<file path="src/design/ptts_pkg.sv">
`default_nettype none

package ptts_pkg;

  localparam int NUM_SLOTS = 8;
  localparam int TIME_BITS = 16;
  localparam int SLOT_W    = (NUM_SLOTS > 1) ? $clog2(NUM_SLOTS) : 1;

  localparam int CMD_W   = 3;
  localparam int IDX_W   = 8;
  localparam int VAL_W   = 16;
  localparam int STATE_W = 2;
  localparam int OUT_W   = 16;

  typedef enum logic [CMD_W-1:0] {
    OP_TICK        = 3'd0,
    OP_DISPATCH    = 3'd1,
    OP_SET_STATE   = 3'd2,
    OP_SET_PERIOD  = 3'd3,
    OP_SET_COUNTER = 3'd4,
    OP_READ        = 3'd5
  } op_e;

  typedef enum logic [STATE_W-1:0] {
    ST_PAUSED   = 2'd0,
    ST_RUNNABLE = 2'd1,
    ST_READY    = 2'd2
  } slot_state_e;

  typedef enum logic [1:0] {
    RES_ZERO,
    RES_DISP,
    RES_SINGLE
  } res_sel_e;

  typedef enum logic [2:0] {
    FSM_IDLE,
    FSM_TICK,
    FSM_TICK_RES,
    FSM_DISP,
    FSM_SINGLE
  } fsm_e;

  typedef struct packed {
    logic     capture;
    logic     walk_inc;
    logic     tick_upd;
    logic     disp_upd;
    logic     set_upd;
    logic     emit;
    res_sel_e res_sel;
  } ctrl_t;

  typedef struct packed {
    logic [CMD_W-1:0] new_cmd;
    logic             walk_last;
    logic             cur_ready;
    logic             mask_empty;
    logic             mask_one;
    logic             res_free;
  } stat_t;

endpackage

`default_nettype wire

</file>
<file path="src/design/ptts_if.sv">
`default_nettype none

interface ptts_in_if;
  import ptts_pkg::*;

  logic             valid;
  logic             ready;
  logic [CMD_W-1:0] cmd;
  logic [IDX_W-1:0] slot_index;
  logic [VAL_W-1:0] write_value;

  modport source (output valid, cmd, slot_index, write_value, input ready);
  modport sink   (input valid, cmd, slot_index, write_value, output ready);
endinterface

interface ptts_out_if;
  import ptts_pkg::*;

  logic               valid;
  logic               ready;
  logic [IDX_W-1:0]   result_slot;
  logic [STATE_W-1:0] slot_state;
  logic [OUT_W-1:0]   slot_period;
  logic [OUT_W-1:0]   slot_counter;
  logic               dispatched;
  logic               error_flag;
  logic               last;

  modport source (output valid, result_slot, slot_state, slot_period, slot_counter,
                  dispatched, error_flag, last, input ready);
  modport sink   (input valid, result_slot, slot_state, slot_period, slot_counter,
                  dispatched, error_flag, last, output ready);
endinterface

`default_nettype wire

</file>
<file path="src/design/ptts_ctrl.sv">
`default_nettype none

module ptts_ctrl (
  input  wire logic           clk_i,
  input  wire logic           rst_ni,
  input  wire logic           in_valid_i,
  output logic                in_ready_o,
  input  wire ptts_pkg::stat_t stat_i,
  output ptts_pkg::ctrl_t     ctrl_o
);
  import ptts_pkg::*;

  fsm_e state_q, state_d;

  always_ff @(posedge clk_i or negedge rst_ni) begin
    if (!rst_ni) begin
      state_q <= FSM_IDLE;
    end else begin
      state_q <= state_d;
    end
  end

  always_comb begin
    state_d    = state_q;
    ctrl_o     = '0;
    in_ready_o = 1'b0;
    unique case (state_q)
      FSM_IDLE: begin
        in_ready_o = 1'b1;
        if (in_valid_i) begin
          ctrl_o.capture = 1'b1;
          priority if (stat_i.new_cmd == OP_TICK) begin
            state_d = FSM_TICK;
          end else if (stat_i.new_cmd == OP_DISPATCH) begin
            state_d = FSM_DISP;
          end else begin
            state_d = FSM_SINGLE;
          end
        end
      end
      FSM_TICK: begin
        ctrl_o.tick_upd = 1'b1;
        ctrl_o.walk_inc = 1'b1;
        if (stat_i.walk_last) begin
          state_d = FSM_TICK_RES;
        end
      end
      FSM_TICK_RES: begin
        ctrl_o.res_sel = RES_ZERO;
        if (stat_i.res_free) begin
          ctrl_o.emit = 1'b1;
          state_d     = FSM_IDLE;
        end
      end
      FSM_DISP: begin
        priority if (stat_i.mask_empty) begin
          ctrl_o.res_sel = RES_ZERO;
          if (stat_i.res_free) begin
            ctrl_o.emit = 1'b1;
            state_d     = FSM_IDLE;
          end
        end else if (stat_i.cur_ready) begin
          ctrl_o.res_sel = RES_DISP;
          if (stat_i.res_free) begin
            ctrl_o.emit     = 1'b1;
            ctrl_o.disp_upd = 1'b1;
            ctrl_o.walk_inc = 1'b1;
            if (stat_i.mask_one) begin
              state_d = FSM_IDLE;
            end
          end
        end else begin
          ctrl_o.walk_inc = 1'b1;
        end
      end
      FSM_SINGLE: begin
        ctrl_o.res_sel = RES_SINGLE;
        if (stat_i.res_free) begin
          ctrl_o.emit    = 1'b1;
          ctrl_o.set_upd = 1'b1;
          state_d        = FSM_IDLE;
        end
      end
      default: begin
        state_d = FSM_IDLE;
      end
    endcase
  end

endmodule

`default_nettype wire

</file>
<file path="src/design/ptts_dp.sv">
`default_nettype none

module ptts_dp (
  input  wire logic                         clk_i,
  input  wire logic                         rst_ni,
  input  wire logic [ptts_pkg::CMD_W-1:0]   cmd_i,
  input  wire logic [ptts_pkg::IDX_W-1:0]   slot_index_i,
  input  wire logic [ptts_pkg::VAL_W-1:0]   write_value_i,
  input  wire ptts_pkg::ctrl_t              ctrl_i,
  output ptts_pkg::stat_t                   stat_o,
  output logic                              out_valid_o,
  input  wire logic                         out_ready_i,
  output logic [ptts_pkg::IDX_W-1:0]        result_slot_o,
  output logic [ptts_pkg::STATE_W-1:0]      slot_state_o,
  output logic [ptts_pkg::OUT_W-1:0]        slot_period_o,
  output logic [ptts_pkg::OUT_W-1:0]        slot_counter_o,
  output logic                              dispatched_o,
  output logic                              error_flag_o,
  output logic                              last_o
);
  import ptts_pkg::*;

  // captured item
  logic [CMD_W-1:0] op_q;
  logic [IDX_W-1:0] idx_q;
  logic [VAL_W-1:0] val_q;

  logic [SLOT_W-1:0]    walk_q;
  logic [NUM_SLOTS-1:0] mask_q;
  logic [NUM_SLOTS-1:0] walk_oh;

  // slot tables
  logic [STATE_W-1:0]   state_q   [NUM_SLOTS];
  logic [TIME_BITS-1:0] period_q  [NUM_SLOTS];
  logic [TIME_BITS-1:0] counter_q [NUM_SLOTS];

  logic [SLOT_W-1:0]    addr;
  logic                 use_idx;
  logic [STATE_W-1:0]   rd_state, nx_state;
  logic [TIME_BITS-1:0] rd_period, nx_period;
  logic [TIME_BITS-1:0] rd_counter, nx_counter;
  logic                 bad_cmd, bad_req, wr_en;

  logic               out_valid_q;
  logic [IDX_W-1:0]   res_slot;
  logic [STATE_W-1:0] res_state;
  logic [OUT_W-1:0]   res_period, res_counter;
  logic               res_disp, res_err, res_last;

  always_ff @(posedge clk_i) begin
    if (ctrl_i.capture) begin
      op_q  <= cmd_i;
      idx_q <= slot_index_i;
      val_q <= write_value_i;
    end
  end

  always_ff @(posedge clk_i or negedge rst_ni) begin
    if (!rst_ni) begin
      walk_q <= '0;
      mask_q <= '0;
    end else begin
      if (ctrl_i.capture) begin
        walk_q <= '0;
        for (int i = 0; i < NUM_SLOTS; i++) begin
          mask_q[i] <= (state_q[i] == ST_READY);
        end
      end else begin
        if (ctrl_i.walk_inc) begin
          walk_q <= walk_q + SLOT_W'(1);
        end
        if (ctrl_i.disp_upd) begin
          mask_q <= mask_q & ~walk_oh;
        end
      end
    end
  end

  assign walk_oh = NUM_SLOTS'(1) << walk_q;

  assign use_idx    = (op_q != OP_TICK) && (op_q != OP_DISPATCH);
  assign addr       = use_idx ? idx_q[SLOT_W-1:0] : walk_q;
  assign rd_state   = state_q[addr];
  assign rd_period  = period_q[addr];
  assign rd_counter = counter_q[addr];

  assign bad_cmd = (op_q > OP_READ);
  assign bad_req = bad_cmd || (idx_q >= IDX_W'(NUM_SLOTS)) ||
                   ((op_q == OP_SET_STATE) && (val_q > VAL_W'(ST_READY)));

  always_comb begin
    nx_state   = rd_state;
    nx_period  = rd_period;
    nx_counter = rd_counter;
    if (ctrl_i.tick_upd) begin
      if (rd_state != ST_PAUSED) begin
        if ((rd_period == '0) || (rd_counter >= rd_period)) begin
          nx_counter = TIME_BITS'(1);
          nx_state   = ST_READY;
        end else begin
          nx_counter = rd_counter + TIME_BITS'(1);
        end
      end
    end else if (ctrl_i.disp_upd) begin
      nx_state = (rd_period == '0) ? ST_PAUSED : ST_RUNNABLE;
    end else if (ctrl_i.set_upd) begin
      unique case (op_q)
        OP_SET_STATE: begin
          nx_state = val_q[STATE_W-1:0];
          if (val_q == VAL_W'(ST_PAUSED)) begin
            nx_counter = TIME_BITS'(1);
          end
        end
        OP_SET_PERIOD:  nx_period  = TIME_BITS'(val_q);
        OP_SET_COUNTER: nx_counter = TIME_BITS'(val_q);
        default: ;
      endcase
    end
  end

  assign wr_en = ctrl_i.tick_upd || ctrl_i.disp_upd || (ctrl_i.set_upd && !bad_req);

  always_ff @(posedge clk_i or negedge rst_ni) begin
    if (!rst_ni) begin
      for (int i = 0; i < NUM_SLOTS; i++) begin
        state_q[i]   <= ST_PAUSED;
        period_q[i]  <= '0;
        counter_q[i] <= TIME_BITS'(1);
      end
    end else if (wr_en) begin
      state_q[addr]   <= nx_state;
      period_q[addr]  <= nx_period;
      counter_q[addr] <= nx_counter;
    end
  end

  // result selection
  always_comb begin
    res_slot    = '0;
    res_state   = '0;
    res_period  = '0;
    res_counter = '0;
    res_disp    = 1'b0;
    res_err     = 1'b0;
    res_last    = 1'b1;
    unique case (ctrl_i.res_sel)
      RES_DISP: begin
        res_slot    = IDX_W'(walk_q);
        res_state   = nx_state;
        res_period  = OUT_W'(nx_period);
        res_counter = OUT_W'(nx_counter);
        res_disp    = 1'b1;
        res_last    = stat_o.mask_one;
      end
      RES_SINGLE: begin
        priority if (bad_cmd) begin
          res_err = 1'b1;
        end else if (bad_req) begin
          res_slot = idx_q;
          res_err  = 1'b1;
        end else begin
          res_slot    = idx_q;
          res_state   = nx_state;
          res_period  = OUT_W'(nx_period);
          res_counter = OUT_W'(nx_counter);
        end
      end
      default: ;
    endcase
  end

  // output register
  always_ff @(posedge clk_i or negedge rst_ni) begin
    if (!rst_ni) begin
      out_valid_q <= 1'b0;
    end else if (ctrl_i.emit) begin
      out_valid_q <= 1'b1;
    end else if (out_ready_i) begin
      out_valid_q <= 1'b0;
    end
  end

  always_ff @(posedge clk_i) begin
    if (ctrl_i.emit) begin
      result_slot_o  <= res_slot;
      slot_state_o   <= res_state;
      slot_period_o  <= res_period;
      slot_counter_o <= res_counter;
      dispatched_o   <= res_disp;
      error_flag_o   <= res_err;
      last_o         <= res_last;
    end
  end

  assign out_valid_o = out_valid_q;

  assign stat_o.new_cmd    = cmd_i;
  assign stat_o.walk_last  = (walk_q == SLOT_W'(NUM_SLOTS - 1));
  assign stat_o.cur_ready  = |(mask_q & walk_oh);
  assign stat_o.mask_empty = (mask_q == '0);
  assign stat_o.mask_one   = ((mask_q & ~walk_oh) == '0);
  assign stat_o.res_free   = !out_valid_q || out_ready_i;

endmodule

`default_nettype wire

</file>
<file path="src/design/periodic_task_tick_scheduler.sv">
// Periodic task tick scheduler: NUM_SLOTS task slots, each with a state, a period and a tick
// counter, driven by one command item at a time. The block takes an item only when idle and
// works on it alone. A tick walks the slots one per clock, then loads a single result with
// no slot contents. A dispatch walks the same way and emits one result per ready slot (one
// empty result if none is ready), stopping after the last ready slot. Set and read commands
// emit one result each. One output register holds the current result; while it is not
// taken, the walk waits on the next result.
`default_nettype none

module periodic_task_tick_scheduler (
  input  wire logic clk_i,
  input  wire logic rst_ni,
  ptts_in_if.sink   in_i,
  ptts_out_if.source out_o
);
  import ptts_pkg::*;

  ctrl_t ctrl;
  stat_t stat;

  ptts_ctrl u_ctrl (
    .clk_i      (clk_i),
    .rst_ni     (rst_ni),
    .in_valid_i (in_i.valid),
    .in_ready_o (in_i.ready),
    .stat_i     (stat),
    .ctrl_o     (ctrl)
  );

  ptts_dp u_dp (
    .clk_i          (clk_i),
    .rst_ni         (rst_ni),
    .cmd_i          (in_i.cmd),
    .slot_index_i   (in_i.slot_index),
    .write_value_i  (in_i.write_value),
    .ctrl_i         (ctrl),
    .stat_o         (stat),
    .out_valid_o    (out_o.valid),
    .out_ready_i    (out_o.ready),
    .result_slot_o  (out_o.result_slot),
    .slot_state_o   (out_o.slot_state),
    .slot_period_o  (out_o.slot_period),
    .slot_counter_o (out_o.slot_counter),
    .dispatched_o   (out_o.dispatched),
    .error_flag_o   (out_o.error_flag),
    .last_o         (out_o.last)
  );

endmodule

`default_nettype wire

</file>
<file path="src/flat_wrapper.sv">
// flat-port wrapper written by rule: the top's interface ports become plain ports
module periodic_task_tick_scheduler_flat import ptts_pkg::*;
  (clk_i, rst_ni, in_i_valid, in_i_cmd, in_i_slot_index, in_i_write_value, in_i_ready, out_o_valid, out_o_result_slot, out_o_slot_state, out_o_slot_period, out_o_slot_counter, out_o_dispatched, out_o_error_flag, out_o_last, out_o_ready);
  ptts_in_if in_i_i ();
  ptts_out_if out_o_i ();
  input  wire logic clk_i;
  input  wire logic rst_ni;
  input wire logic [$bits(in_i_i.valid)-1:0] in_i_valid;
  input wire logic [$bits(in_i_i.cmd)-1:0] in_i_cmd;
  input wire logic [$bits(in_i_i.slot_index)-1:0] in_i_slot_index;
  input wire logic [$bits(in_i_i.write_value)-1:0] in_i_write_value;
  output wire logic [$bits(in_i_i.ready)-1:0] in_i_ready;
  output wire logic [$bits(out_o_i.valid)-1:0] out_o_valid;
  output wire logic [$bits(out_o_i.result_slot)-1:0] out_o_result_slot;
  output wire logic [$bits(out_o_i.slot_state)-1:0] out_o_slot_state;
  output wire logic [$bits(out_o_i.slot_period)-1:0] out_o_slot_period;
  output wire logic [$bits(out_o_i.slot_counter)-1:0] out_o_slot_counter;
  output wire logic [$bits(out_o_i.dispatched)-1:0] out_o_dispatched;
  output wire logic [$bits(out_o_i.error_flag)-1:0] out_o_error_flag;
  output wire logic [$bits(out_o_i.last)-1:0] out_o_last;
  input wire logic [$bits(out_o_i.ready)-1:0] out_o_ready;
  assign in_i_i.valid = in_i_valid;
  assign in_i_i.cmd = in_i_cmd;
  assign in_i_i.slot_index = in_i_slot_index;
  assign in_i_i.write_value = in_i_write_value;
  assign in_i_ready = in_i_i.ready;
  assign out_o_valid = out_o_i.valid;
  assign out_o_result_slot = out_o_i.result_slot;
  assign out_o_slot_state = out_o_i.slot_state;
  assign out_o_slot_period = out_o_i.slot_period;
  assign out_o_slot_counter = out_o_i.slot_counter;
  assign out_o_dispatched = out_o_i.dispatched;
  assign out_o_error_flag = out_o_i.error_flag;
  assign out_o_last = out_o_i.last;
  assign out_o_i.ready = out_o_ready;
  periodic_task_tick_scheduler u_core (.clk_i(clk_i), .rst_ni(rst_ni), .in_i(in_i_i), .out_o(out_o_i));
endmodule
</file>
<file path="config.mk">
export PLATFORM = sky130hd
export DESIGN_NAME = periodic_task_tick_scheduler_flat
export DESIGN_NICKNAME = d
export VERILOG_FILES = /design/src/design/ptts_pkg.sv /design/src/design/ptts_if.sv /design/src/design/ptts_ctrl.sv /design/src/design/ptts_dp.sv /design/src/design/periodic_task_tick_scheduler.sv /design/src/flat_wrapper.sv
export SDC_FILE = /design/constraint.sdc
export NUM_CORES = 1
export LEC_CHECK = 0
export CAP_MARGIN = 15
export CORE_MARGIN = 5
export CORE_UTILIZATION = 25
export DETAILED_ROUTE_END_ITERATION = 7
export DONT_BUFFER_PORTS = 1
export PLACE_DENSITY = 0.36
export REMOVE_ABC_BUFFERS = 1
export SYNTH_ARGS = -nofsm -noshare
export SYNTH_HDL_FRONTEND = slang
export SYNTH_HIERARCHICAL = 1
export SYNTH_SLANG_ARGS = --single-unit
</file>
<file path="constraint.sdc">
create_clock -name clk_i -period 6.8 [get_ports clk_i]
set_input_delay 1.02 -clock clk_i [delete_from_list [all_inputs] [get_ports clk_i]]
set_output_delay 1.02 -clock clk_i [all_outputs]
set_load 0.005 [all_outputs]
</file>
Word level (Yosys, flattened, before mapping)
Index checks and enable logic that the tools add are counted.
{"block": "classes", "add_sub_neg": 2, "n_lt_le_gt_ge": 6, "n_eq_ne": 25, "n_shift": 1, "mux": 81, "bitwise_logic": 4, "reduce_logical": 26}
{"operator": "2-to-1 mux 16 bit", "count": 19}
{"operator": "bitwise mux 128 bit", "count": 2}
{"operator": "binary-select mux 16 bit (select 3 bit)", "count": 2}
{"operator": "case mux 16 bit (2 select lines)", "count": 3}
{"operator": "demux 16 bit (select 3 bit)", "count": 1}
{"operator": "2-to-1 mux 3 bit", "count": 14}
{"operator": "logical NOT 16 bit", "count": 2}
{"operator": "2-to-1 mux 2 bit", "count": 12}
{"operator": "2-to-1 mux 8 bit", "count": 3}
{"operator": "equality test 2 bit, second input constant", "count": 9}
{"operator": "2-to-1 mux 1 bit", "count": 17}
{"operator": "adder 16 x 1 -> 16 bit, second input constant", "count": 1}
{"operator": "bitwise AND 8 bit", "count": 2}
{"operator": "bitwise mux 16 bit", "count": 1}
{"operator": ">= comparator 16 bit", "count": 1}
{"operator": "greater-than comparator 16 x 2 -> 1 bit, second input constant", "count": 1}
{"operator": "logical NOT 8 bit", "count": 2}
{"operator": "case mux 8 bit (2 select lines)", "count": 1}
{"operator": "equality test 3 x 2 -> 1 bit, second input constant", "count": 4}
{"operator": "!= test 3 x 1 -> 1 bit, second input constant", "count": 4}
{"operator": "case mux 3 bit (4 select lines)", "count": 1}
{"operator": "equality test 3 bit, second input constant", "count": 3}
{"operator": "case mux 3 bit (3 select lines)", "count": 1}
{"operator": ">= comparator 8 x 4 -> 1 bit, second input constant", "count": 1}
{"operator": "24 further kinds", "count": 38}
{"block": "totals", "reg_bits": 359, "in_bits": 31, "out_inout_bits": 47, "word_cells": 183}

Logic depth before layout (Yosys ltp)
{"block": "depth", "word_depth": 15, "depth_mapped": 22}

Hierarchy
Netlist, hierarchy kept.
{"module": "ptts_dp", "instances": 1, "cells_per_inst": 1708, "area_each_um2": 17312.9}
{"module": "ptts_ctrl", "instances": 1, "cells_per_inst": 39, "area_each_um2": 297.8}

Worst setup path after synthesis
OpenSTA, ideal clock, no wires.
{"block": "synth_path", "path_type": "reg2reg", "startpoint": "register u_core.u_dp.op_q[1]", "endpoint": "register u_core/u_dp/slot_counter_o[13] (netlist name) (data pin)", "t_arrival_ns": 4.226, "slack_ns": 2.427, "path_stages_with_launch": 22, "path_cell_list": "edfxtp_1 > buf_6 > buf_6 > or4_4 > o31a_1 > buf_2 > buf_6 > o22ai_1 > nor3_1 > or2_2 > clkbuf_1 > ha_1 > a21o_1 > a21o_1 > a21oi_1 > nand2_1 > o21ai_0 > o211ai_1 > a21oi_4 > buf_8 > o2111ai_4 > a21oi_1"}
{"block": "synth_between", "elab_chain_len": 15}
{"element": "start, declared", "line_no": "ptts_dp.sv:24", "source": "logic [CMD_W-1:0] op_q;"}
{"element": "start signal, assigned", "line_no": "ptts_dp.sv:52", "source": "op_q <= cmd_i;"}
{"element": "!= test 3 x 1 -> 1 bit / nonzero test 3 bit (equally long branches)", "line_no": "ptts_dp.sv:81", "source": "assign use_idx = (op_q != OP_TICK) && (op_q != OP_DISPATCH);"}
{"element": "logical AND 1 bit", "line_no": "ptts_dp.sv:81"}
{"element": "2-to-1 mux 3 bit", "line_no": "ptts_dp.sv:82", "source": "assign addr = use_idx ? idx_q[SLOT_W-1:0] : walk_q;"}
{"element": "inverter 3 -> 4 bit (not written as such)", "line_no": "ptts_dp.sv:83, ptts_dp.sv:84, ptts_dp.sv:85"}
{"element": "binary-select mux 16 bit (select 3 bit), on equally long branches", "line_no": "ptts_dp.sv:85, ptts_dp.sv:84"}
{"element": "2-to-1 mux 16 bit, on equally long branches (2 in series)", "line_no": "ptts_dp.sv:85, ptts_dp.sv:84"}
{"element": ">= comparator 16 bit (tied with other cells)", "line_no": "ptts_dp.sv:97", "source": "if ((rd_period == '0) || (rd_counter >= rd_period)) begin"}
{"element": "logical OR 1 bit / case mux 16 bit (2 select lines) (equally long branches)", "line_no": "ptts_dp.sv:97, ptts_dp.sv:107"}
{"element": "2-to-1 mux 16 bit, on equally long branches", "line_no": "ptts_dp.sv:97, ptts_dp.sv:106"}
{"element": "2-to-1 mux 16 bit, on equally long branches", "line_no": "ptts_dp.sv:96, ptts_dp.sv:104"}
{"element": "2-to-1 mux 16 bit", "line_no": "ptts_dp.sv:95", "source": "if (ctrl_i.tick_upd) begin"}
{"element": "2-to-1 mux 16 bit", "line_no": "ptts_dp.sv:158", "source": "end else if (bad_req) begin"}
{"element": "2-to-1 mux 16 bit", "line_no": "ptts_dp.sv:156", "source": "priority if (bad_cmd) begin"}
{"element": "case mux 16 bit (2 select lines) (*)", "line_no": "ptts_dp.sv:146", "source": "unique case (ctrl_i.res_sel)"}
{"element": "end signal, assigned", "line_no": "ptts_dp.sv:188", "source": "slot_counter_o <= res_counter;"}
{"element": "end, declared", "line_no": "ptts_dp.sv:16", "source": "output logic [ptts_pkg::OUT_W-1:0] slot_counter_o,"}
Mark *: on every way between the ends. The rest lies on a longest branch, timed or not. The select of a mux whose other input is x is not followed.
A chain may end at the register's enable or synchronous reset.

Worst setup path after layout
{"block": "layout_path", "startpoint": "register u_core.u_dp.op_q[1]", "endpoint": "register u_core/u_dp/slot_counter_o[0] (netlist name) (data pin)"}
Same word-level chain as after synthesis.

==> impl_metrics.tcl <==
set metrics [dict create \
    wirelength_met1_um 31230 \
    ys_async_sr_fraction 0.7994 \
    viasPerCell 5.037 \
    end_kind "register" \
    power_density_nw_per_um2 497.2 \
    outcome "finished, final reports clean" \
    rr_worst_depth 17 \
    drv_cap 0 \
    syn_area_um2 17610 \
    tightestPinTransition_ns 1.098 \
    max_freq_ghz 0.1778 \
    wire_per_inst_um 24.12 \
    cp-start-kind "register" \
    drtPass1Iterations 5 \
    detail-route-antenna-nets 0 \
    reg2reg_from "u_core/u_dp/op_q[1]" \
    ir_drop_mv 0.1817 \
    syn_inst 1747 \
    tns_ns 0 \
    die_w_um 275.4 \
    maxSlewHeadroom 0.2667 \
    ys.flop_type "dfrtp_1" \
    design_area_um2 20070 \
    fin_crit_sh 0.8271 \
    post_layout_nonfiller_instances 2702 \
    path_class "reg -> reg" \
    worstPathMaxFanout 19 \
    io_buffers 0 \
    synth_mux_area_frac 0.03147 \
    grt-ovfl-total 0 \
    io_pins 78 \
    tritoncts "yes" \
    final_hold_viol_count 0 \
    grt_pass1_wl_um 96930 \
    syn_area_per_cell_um2 10.08 \
    hold_class "in -> async" \
    grt_max_degree 288 \
    ctsHoldBuffers 0 \
    synth_commonest_cells "dfrtp_1 (279), nand2_1 (267), o21ai_0 (170), nor2_1 (157), a31oi_1 (100)" \
    grt_setup_unrepaired "false" \
    cellLeakagePower_nw 7.988 \
    synth_area_leaders "dfrtp_1 (40%), edfxtp_1 (12%), nand2_1 (5.7%)" \
    seq_area_frac_synth 0.5312 \
    nFillCells 7429 \
    place.gp.congestion 0.8507 \
    timing.hold.ws_ns 0.1672 \
    synth_most_common_cell "dfrtp_1" \
    cts_buffers 45 \
    skew_ns 0.03368 \
    clock_path_buffers 3 \
    synth_top_family_by_area "compound AO/OA/AOI/OAI gates" \
    met3WireLength_um 2274 \
    dpl-instance-area_um2 18640 \
    highest-signal-layer "met4" \
    finalWirelength_um 65180 \
    synth_cell_types 97 \
    via_count 13610 \
    fp.dieArea_um2 75850 \
    required_ns 7.11 \
    die_h_um 275.4 \
    synth_fa_ha_area_frac 0.01776 \
    nets 1781 \
    r2r_end "u_core/u_dp/slot_counter_o[0]" \
    diodes 0 \
    synth_top_area_frac 0.3964 \
    arrival_ns 5.94 \
    p_total_mw 9.980 \
    htree_levels 2 \
    cts_resized 0 \
    grt_antenna_before_repair 0 \
    synth_compound_area_frac 0.2157 \
    drive_above_1_share 0.1322 \
    drcViolationCount 0 \
    reg2reg_slack_ns 1.18 \
    slew_violations 0 \
    numClockSinks 359 \
    synth_edf_count 72 \
    synth-simple-area-share 0.1601 \
    yosys.area_share.xor_xnor 0.002984 \
    clk_latency_ns 0.59 \
    wl_met2_um 29890 \
    startpoint "u_core/u_dp/op_q[1]" \
    drt-initial-drc-count 961 \
    synth_area_leader_cell "dfrtp_1" \
    clk_pin_slew_ns 0.06 \
    hpwl_um 42360 \
    yosys_warnings 6 \
    yosys_register_bits 359 \
    first_global_vias 13850 \
    min_period_ns 5.625 \
    synthToLayoutAreaGrowth_pct 13.98 \
    dpl.cell_count 2617 \
    start_util 0.2519 \
    grt_use_total 0.1706 \
    core_region_area_um2 69910 \
    root_buffer "clkbuf_16" \
    num_rows 97 \
    setup_viol 0 \
    postCtsSetupBuffers 0 \
]
[metrics by stage]
step | setup slack (ns) | util
global placement | 1.251 | 0.2667
detailed placement | 1.258 | 0.2667
finish | 1.175 | 0.2871
floorplan | 1.296 | -
global route | 0.7939 | 0.2871
CTS | 1.257 | 0.2871
[per-layer routing]
layer | GRT usage | vias up
li1 | - | 6358
met1 | 0.2411 | 6885
met2 | 0.2730 | 284
met3 | 0.02382 | 82
met4 | 0.05019 | 0
met5 | 0 | -
[kinds of logic after synthesis]
kind of cell               after synthesis
and+or+nand+nor                        603
AOI/OAI and AO/OA                      563
DFF                                    359
buffers and inverters                  152
muxes                                   39
adders and majority gates               25
xor gates and xnor gates                 6
[worst max path at each step]
stage / end / depth (start not counted)
6_report: u_core/u_dp/slot_counter_o[0] / 17
5_1_grt: u_core/u_dp/slot_counter_o[9] / 17
4_1_cts: u_core/u_dp/slot_counter_o[0] / 17
3_5_place_dp: u_core/u_dp/slot_counter_o[0] / 17
3_3_place_gp: u_core/u_dp/slot_counter_o[0] / 17
2_1_floorplan: u_core/u_dp/slot_counter_o[0] / 15
[power by group]
part	internal, mW	switching (mW)
clock	1.36	0.976
sequential	3.02	0.540
combinational	1.27	2.81
[flip-flops by register name, summed over array words and instances (netlist names), 2 cells and up]
register,flops
u_core/u_dp/op_q,3
u_core/u_dp/slot_period_o,16
u_core/u_dp/idx_q,8
u_core/u_dp/walk_q,3
u_core/u_ctrl/state_q,3
u_core/u_dp/counter_q,128
u_core/u_dp/state_q,16
u_core/u_dp/result_slot_o,8
u_core/u_dp/val_q,16
u_core/u_dp/slot_state_o,2
u_core/u_dp/mask_q,8
u_core/u_dp/slot_counter_o,16
u_core/u_dp/period_q,128
[placed cells by master, fill, tap and decap left out, types with 21 or more instances in the layout]
master	n
dfrtp_1	279
clkbuf_16	47
edfxtp_1	72
clkinv_1	21
o21ai_1	22
o21ai_0	170
nor3_1	21
and3_1	21
buf_4	50
a21oi_1	59
nand2_1	267
mux2_2	21
ha_1	25
a31oi_1	100
o22ai_1	53
nand3_1	22
nor2_1	147
[layout make-up]
| cell class | count | area [um2] | share of cell area |
|---|---|---|---|
| Tap cell | 940 | 1176 | 0.05859 |
| Clock buffer | 57 | 1234 | 0.06146 |
| Timing Repair Buffer | 52 | 400.4 | 0.01995 |
| Multi-Input combinational cell | 1236 | 7602 | 0.3787 |
| Clock inverter | 27 | 190.2 | 0.009475 |
| Sequential cell | 359 | 9354 | 0.4660 |
| Inverter | 31 | 116.4 | 0.005797 |
[critical path, cell delays in order (launching register included)]
cell and delay [ns]:
edfxtp_1 0.66, or4b_1 0.64, o21a_1 0.52, buf_4 0.41, o221ai_1 0.21, a31oi_1 0.11
or2_2 0.46, ha_1 0.23, a21o_1 0.17, a21o_1 0.17, a21oi_1 0.21, nand2_1 0.08
o21ai_0 0.20, o211ai_1 0.18, a21oi_4 0.36, buf_4 0.31, a31oi_2 0.22, nor2b_1 0.22
No activity file was read; power rests on OpenSTA's default activity.
